## src/rtl/dmc_pkg.sv

```systemverilog
package dmc_pkg;

    localparam int CFG_W   = 6;
    localparam int DRAW_W  = 16;
    localparam int COORD_W = 6;
    localparam int DIVS_W  = 8;

    localparam int MAX_SIDE_DEF    = 63;
    localparam int STACK_DEPTH_DEF = 2048;

    localparam logic [1:0] ACT_START = 2'd0;
    localparam logic [1:0] ACT_STEP  = 2'd1;
    localparam logic [1:0] ACT_READ  = 2'd2;

    localparam logic [2:0] ST_STARTED  = 3'd0;
    localparam logic [2:0] ST_MOVED    = 3'd1;
    localparam logic [2:0] ST_BACK     = 3'd2;
    localparam logic [2:0] ST_FINISHED = 3'd3;
    localparam logic [2:0] ST_REJECTED = 3'd4;
    localparam logic [2:0] ST_READ     = 3'd5;
    localparam logic [2:0] ST_IGNORED  = 3'd6;

    typedef struct packed {
        logic              start;
        logic [DRAW_W-1:0] dividend;
        logic [DIVS_W-1:0] divisor;
    } t_div_req;

endpackage

```

## src/rtl/dmc_div.sv

```systemverilog
module dmc_div (
    input  logic                        i_clk,
    input  logic                        i_rst_n,
    input  dmc_pkg::t_div_req           i_req,
    output logic                        o_done,
    output logic [dmc_pkg::DIVS_W-1:0]  o_rem
);
    import dmc_pkg::*;

    localparam int CNT_W = $clog2(DRAW_W + 1);

    logic [CNT_W-1:0]  r_cnt, n_cnt;
    logic              r_busy, n_busy;
    logic              r_done, n_done;
    logic [DRAW_W-1:0] r_num, n_num;
    logic [DIVS_W-1:0] r_den, n_den;
    logic [DIVS_W-1:0] r_rem, n_rem;
    logic [DIVS_W:0]   trial;

    // restoring remainder, one dividend bit per cycle
    always_comb begin
        n_cnt  = r_cnt;
        n_busy = r_busy;
        n_done = 1'b0;
        n_num  = r_num;
        n_den  = r_den;
        n_rem  = r_rem;
        trial  = {r_rem, r_num[DRAW_W-1]};
        if (!r_busy && i_req.start) begin
            n_busy = 1'b1;
            n_cnt  = '0;
            n_num  = i_req.dividend;
            n_den  = i_req.divisor;
            n_rem  = '0;
        end else if (r_busy) begin
            if (trial >= {1'b0, r_den}) begin
                n_rem = DIVS_W'(trial - {1'b0, r_den});
            end else begin
                n_rem = DIVS_W'(trial);
            end
            n_num = {r_num[DRAW_W-2:0], 1'b0};
            n_cnt = r_cnt + 1'b1;
            if (r_cnt == CNT_W'(DRAW_W - 1)) begin
                n_busy = 1'b0;
                n_done = 1'b1;
            end
        end
    end

    always_ff @(posedge i_clk) begin
        if (!i_rst_n) begin
            r_busy <= 1'b0;
            r_done <= 1'b0;
            r_cnt  <= '0;
        end else begin
            r_busy <= n_busy;
            r_done <= n_done;
            r_cnt  <= n_cnt;
        end
        r_num <= n_num;
        r_den <= n_den;
        r_rem <= n_rem;
    end

    assign o_done = r_done;
    assign o_rem  = r_rem;

endmodule

```

## config.mk

```make
export PLATFORM = sky130hd
export DESIGN_NAME = dmc_div
export DESIGN_NICKNAME = d
export VERILOG_FILES = /design/src/rtl/dmc_pkg.sv /design/src/rtl/dmc_div.sv
export SDC_FILE = /design/constraint.sdc
export NUM_CORES = 1
export LEC_CHECK = 0
export ABC_AREA = 1
export BUFFER_PORTS_ARGS = -buffer_cell sky130_fd_sc_hd__buf_2
export CAP_MARGIN = 0
export CORE_MARGIN = 10
export CORE_UTILIZATION = 40
export CTS_CLUSTER_SIZE = 30
export DETAILED_ROUTE_END_ITERATION = 16
export GPL_TIMING_DRIVEN = 0
export PLACE_DENSITY_LB_ADDON = 0.15
export SLEW_MARGIN = 25
export SYNTH_ARGS = -nofsm -noshare
export SYNTH_HDL_FRONTEND = slang
export SYNTH_SLANG_ARGS = --single-unit
export TNS_END_PERCENT = 30
```

## constraint.sdc

```tcl
create_clock -name i_clk -period 1.9 [get_ports i_clk]
set_input_delay 0.285 -clock i_clk [delete_from_list [all_inputs] [get_ports i_clk]]
set_output_delay 0.285 -clock i_clk [all_outputs]
set_load 0.02 [all_outputs]
```

Word-level counts from Yosys, hierarchy flattened

Cells that the tools add are included.

Bits of input ports: 27
Word-level logic and storage cells: 24
Register bits after elaboration: 39
Output and inout bits: 9

Bitwise gates (word level): 2
$add $sub $neg: 2
Equality and inequality tests: 1
Reduce and logical (&&, ||, !) cells: 5
Magnitude comparators: 1
Multiplexer cells: 7

Operators with widths:

| cell                  | count |
|---|---|
| $mux W16              | 2 |
| $ge A9 B8 Y1          | 1 |
| $mux W8               | 1 |
| $sub A8 B8 Y8         | 1 |
| $add A5 B1 Y5 const B | 1 |
| $eq A5 B4 Y1 const B  | 1 |
| $mux W1               | 4 |
| $reduce_or A3 Y1      | 1 |
| $not A1 Y1            | 2 |
| $reduce_bool A2 Y1    | 1 |
| $reduce_or A2 Y1      | 1 |
| $logic_and A1 B1 Y1   | 1 |
| $logic_not A1 Y1      | 1 |

Logic depth before layout (Yosys ltp)

Depth in word-level cells: 4
Mapped depth: 12

Least setup slack after synthesis

Ideal clock, no wire load.

Path type: flip-flop to flip-flop
Start: register r_rem[0] (netlist: o_rem[0])
End: register r_rem[4] (netlist: o_rem[4])
Setup time: 113 ps
Period minus slack after synthesis: 1,578 ps
Setup slack: 322 ps
Cell stages (with the launch flop): 9
Buffers on the path: 0
Arrival time: 1,465 ps
Cell sequence: dfxtp_1 -> inv_1 -> fa_1 -> nor2_1 -> nor2_1 -> xor2_1 -> nand2_1 -> nand3_1 -> nand2_1

Longest elaborated chain between the ends: 2
Elaborated cells on any way between the ends: 3

Ends and longest elaborated chain:

| what                                          | RTL line                     | RTL |
|---|---|---|
| from (decl)                                   | dmc_div.sv:17                | `logic [DIVS_W-1:0] r_rem, n_rem;` |
| from (signal assigned)                        | dmc_div.sv:62                | `r_rem <= n_rem;` |
| $sub A8 B8 Y8 or $ge A9 B8 Y1 (tied branches) | dmc_div.sv:37, dmc_div.sv:36 |  |
| $mux W8 (*)                                   | dmc_div.sv:36                | `if (trial >= {1'b0, r_den}) begin` |

Every way passes the cells marked *; elsewhere a longest branch is shown, timed or not.
A chain may end at the register's enable or synchronous reset.

Worst setup path in the final report

Start: register r_den[6]
End: register r_rem[5] (netlist: o_rem[5])

Longest elaborated chain between the ends: 2

Ends and longest elaborated chain:

| what                   | RTL line      | RTL |
|---|---|---|
| from (decl)            | dmc_div.sv:16 | `logic [DIVS_W-1:0] r_den, n_den;` |
| from (signal assigned) | dmc_div.sv:61 | `r_den <= n_den;` |
| $ge A9 B8 Y1           | dmc_div.sv:36 |  |
| $mux W8                | dmc_div.sv:36 |  |

No other way between the ends.

==> results.txt <==
Max_cap viols -> 0
Initial Utilization -> 41.0%
Synth Flop Type -> edfxtp_1
Number of global-route vias before repair -> 1621
Cell repeated most along the worst path -> nand2_1
R2R depth -> 11
PortBufs -> 35
Worst Tran Pin Value -> 0.612 ns
Post-synthesis instance total -> 249
Synth async-reset ratio -> 0%
Initial DRT Pass Iterations -> 4
Hold Crit Depth -> 1
R2r startpoint -> r_den[6]
Yosys top cell area share -> 34.7%
Cts hold-fix bufs -> 0
Fin nets -> 329
Leading area contributor after synthesis -> edfxtp_1
Outcome -> completed
Drt initial violations -> 99
Synth area leaders -> edfxtp_1, nand2_1, dfxtp_1
Die area -> 8480 um^2
Startpoint types -> register
Syn nets -> 287
Top-Level Pins -> 36
Slowest stage delay, CP -> 0.33 ns
# H-tree levels -> 2
Filler cells -> 541
Critical Path AT -> 1.91 ns
CP max FO -> 9
Finish-stage setup viols -> 0
Post-synth EDFFs -> 24
Core area -> 5070 um^2
Fmax -> 596 MHz
CP required -> 2.13 ns
Vias per cell -> 4.47
Routed len/inst -> 11.6 um
CTS Buffer Depth -> 2
Reg-to-Reg End -> o_rem[5]
Die Ht -> 92.1 um
Layout Area Growth over Synthesis -> 16.8%
Routability cong. -> 0.827
Clock latency on the worst-skew pair -> 0.29 ns
Post-DRT Antenna Nets -> 0
Pleak -> 1.22 nW
Tot GR Track Use -> 10.5%
Synth cell count leaders -> nand2_1, inv_1, edfxtp_1, dfxtp_1
Syn avg cell area -> 8.35 um^2
Slew margin rel. -> 59.1%
Total clock sinks -> 39
Post-route setup TNS -> 0 ns
Synthesized cell area -> 2080 um^2
Initial antenna violation count -> 0
Yosys reg bits -> 39
Crit Path Class -> register to register
Count leader, synth -> nand2_1
GRT Residual Overflow -> 0
Post-synth cell types -> 27
Routed wire length -> 4210 um
Pwr Density -> 1160 nW/um^2
Flop-to-flop setup slack -> 0.22 ns
Sequential area share after synthesis -> 49.1%
Total number of vias -> 1617
Root buffer cell -> clkbuf_8
Share of layout cells above drive strength 1 -> 19.5%
Worst path cell trace -> inv_1, ha_1, nand2_1, nand2_1, nand2_1, nand2_2, a21oi_4, nand2_4, nand2_1, nand3_1, nand2_1
Antenna cells -> 0
HP Start -> i_req[5]
Fin crit period -> 1.68 ns
Min-Delay Path Class -> input pin to register
CTS tree -> built
RSZ-0062 raised after global routing -> false
CTS Buf Count -> 5
Largest net degree at the start of global routing -> 18
CP max stage cell -> edfxtp_1
CP endpoint kind -> register
Maximum vdd ir drop -> 0.440 mV
Setup Buffers After CTS -> 0
Row Count -> 26
Final hold violation count -> 0
Max-slew violation count -> 0
Worst Skew -> 0.00579 ns
Hold EP -> r_den[5]
Chip width -> 92.1 um
Worst-path clk slew -> 0.08 ns
Crit share post-route -> 88.3%
Detailed Place HPWL -> 3160 um
Synth warnings -> 0
Post_cts resized -> 1
Global-route wire length before repair -> 7260 um
Drc violations -> 0
Final Util -> 47.9%
Tot Pwr -> 2.81 mW
==> where the power goes <==
| group | switching, mW | internal (mW) | leakage (nW) |
|---|---|---|---|
| combinational | 0.712 | 0.427 | 0.819 |
| clock | 0.288 | 0.260 | 0.0385 |
| sequential | 0.0881 | 1.04 | 0.364 |
==> cells in the final DEF, fill, tap and decap left out, drive strengths merged <==
| master | netlist | layout |
|---|---|---|
| a21oi | 8 | 8 |
| buf | 4 | 39 |
| clkbuf | 0 | 7 |
| clkinvlp | 0 | 1 |
| dfxtp | 15 | 15 |
| edfxtp | 24 | 24 |
| fa | 1 | 1 |
| ha | 10 | 10 |
| inv | 33 | 33 |
| nand2 | 105 | 105 |
| nand3 | 14 | 14 |
| nand3b | 6 | 6 |
| nand4 | 3 | 3 |
| nor2 | 15 | 15 |
| nor3 | 5 | 5 |
| o21a | 1 | 1 |
| o21ai | 1 | 1 |
| or2 | 1 | 1 |
| xnor2 | 1 | 1 |
| xor2 | 2 | 2 |
==> per-stage QoR <==
| step | std cells | hold WS, ns | instance area [um^2] | setup slack [ns] |
|---|---|---|---|---|
| 6_report | 362 | 0.163 | 2430 | 0.222 |
| 5_1_grt | 362 | 0.149 | 2430 | 0.0987 |
| 4_1_cts | 362 | 0.148 | 2430 | 0.223 |
| 3_5_place_dp | 354 | 0.464 | 2340 | -0.100 |
| 3_3_place_gp | 354 | 0.462 | 2340 | -0.122 |
| 2_1_floorplan | 249 | 0.384 | 2080 | 0.322 |
==> per-layer routing <==
| layer | GRT usage (%) | wire length, um | vias up |
|---|---|---|---|
| met3 | 3.59 | 245 | 4 |
| li1 | - | - | 871 |
| met2 | 16.5 | 1940 | 38 |
| met5 | 0 | 0 | - |
| met4 | 5.01 | 53 | 0 |
| met1 | 12.5 | 1980 | 704 |
==> cells by family (layout without fill, tap and decap cells) <==
kind of cell | after synthesis | count (layout) | share of synthesized area (%)
buf+inv | 37 | 80 | 7.52
compound gates | 10 | 10 | 3.07
flops | 39 | 39 | 49.1
xor+xnor | 3 | 3 | 1.26
simple gates | 149 | 149 | 32.1
fa+ha+maj | 11 | 11 | 6.98
==> cell type report <==
cell class | instances | area, um^2 | share of cell area (%)
Tap cell | 70 | 87.6 | 3.61
Timing Repair Buffer | 35 | 175 | 7.21
Inverter | 33 | 124 | 5.10
Multi-Input combinational cell | 173 | 905 | 37.2
Buffer | 4 | 32.5 | 1.34
Clock buffer | 7 | 76.3 | 3.14
Clock inverter | 1 | 7.51 | 0.309
Sequential cell | 39 | 1020 | 42.0
==> worst max-delay path, delay by kind of cell, from the launching register on <==
family          cells  cell delay [ns]
compound gates      1             0.28
flops               1             0.33
buf+inv             1             0.04
simple gates        8             0.65
fa+ha+maj           1             0.32
==> worst max-delay path by stage <==
stage	from	slack [ns]	cells past startpoint	end
after detailed placement	r_busy	-0.10	3	r_num[1]
after floorplan	o_rem[0]	0.32	8	o_rem[4]
after CTS	r_busy	0.22	3	r_num[11]
after global placement	r_busy	-0.12	3	r_num[9]
final	r_den[6]	0.22	11	o_rem[5]
after global routing	o_rem[1]	0.1	8	o_rem[7]
==> registers in the layout, indices dropped and copies added, names as in the netlist <==
register / flops
r_num: 16
r_den: 8
o_done: 1
r_cnt: 5
o_rem: 8
r_busy: 1
Power figures use the tool's default switching activity.
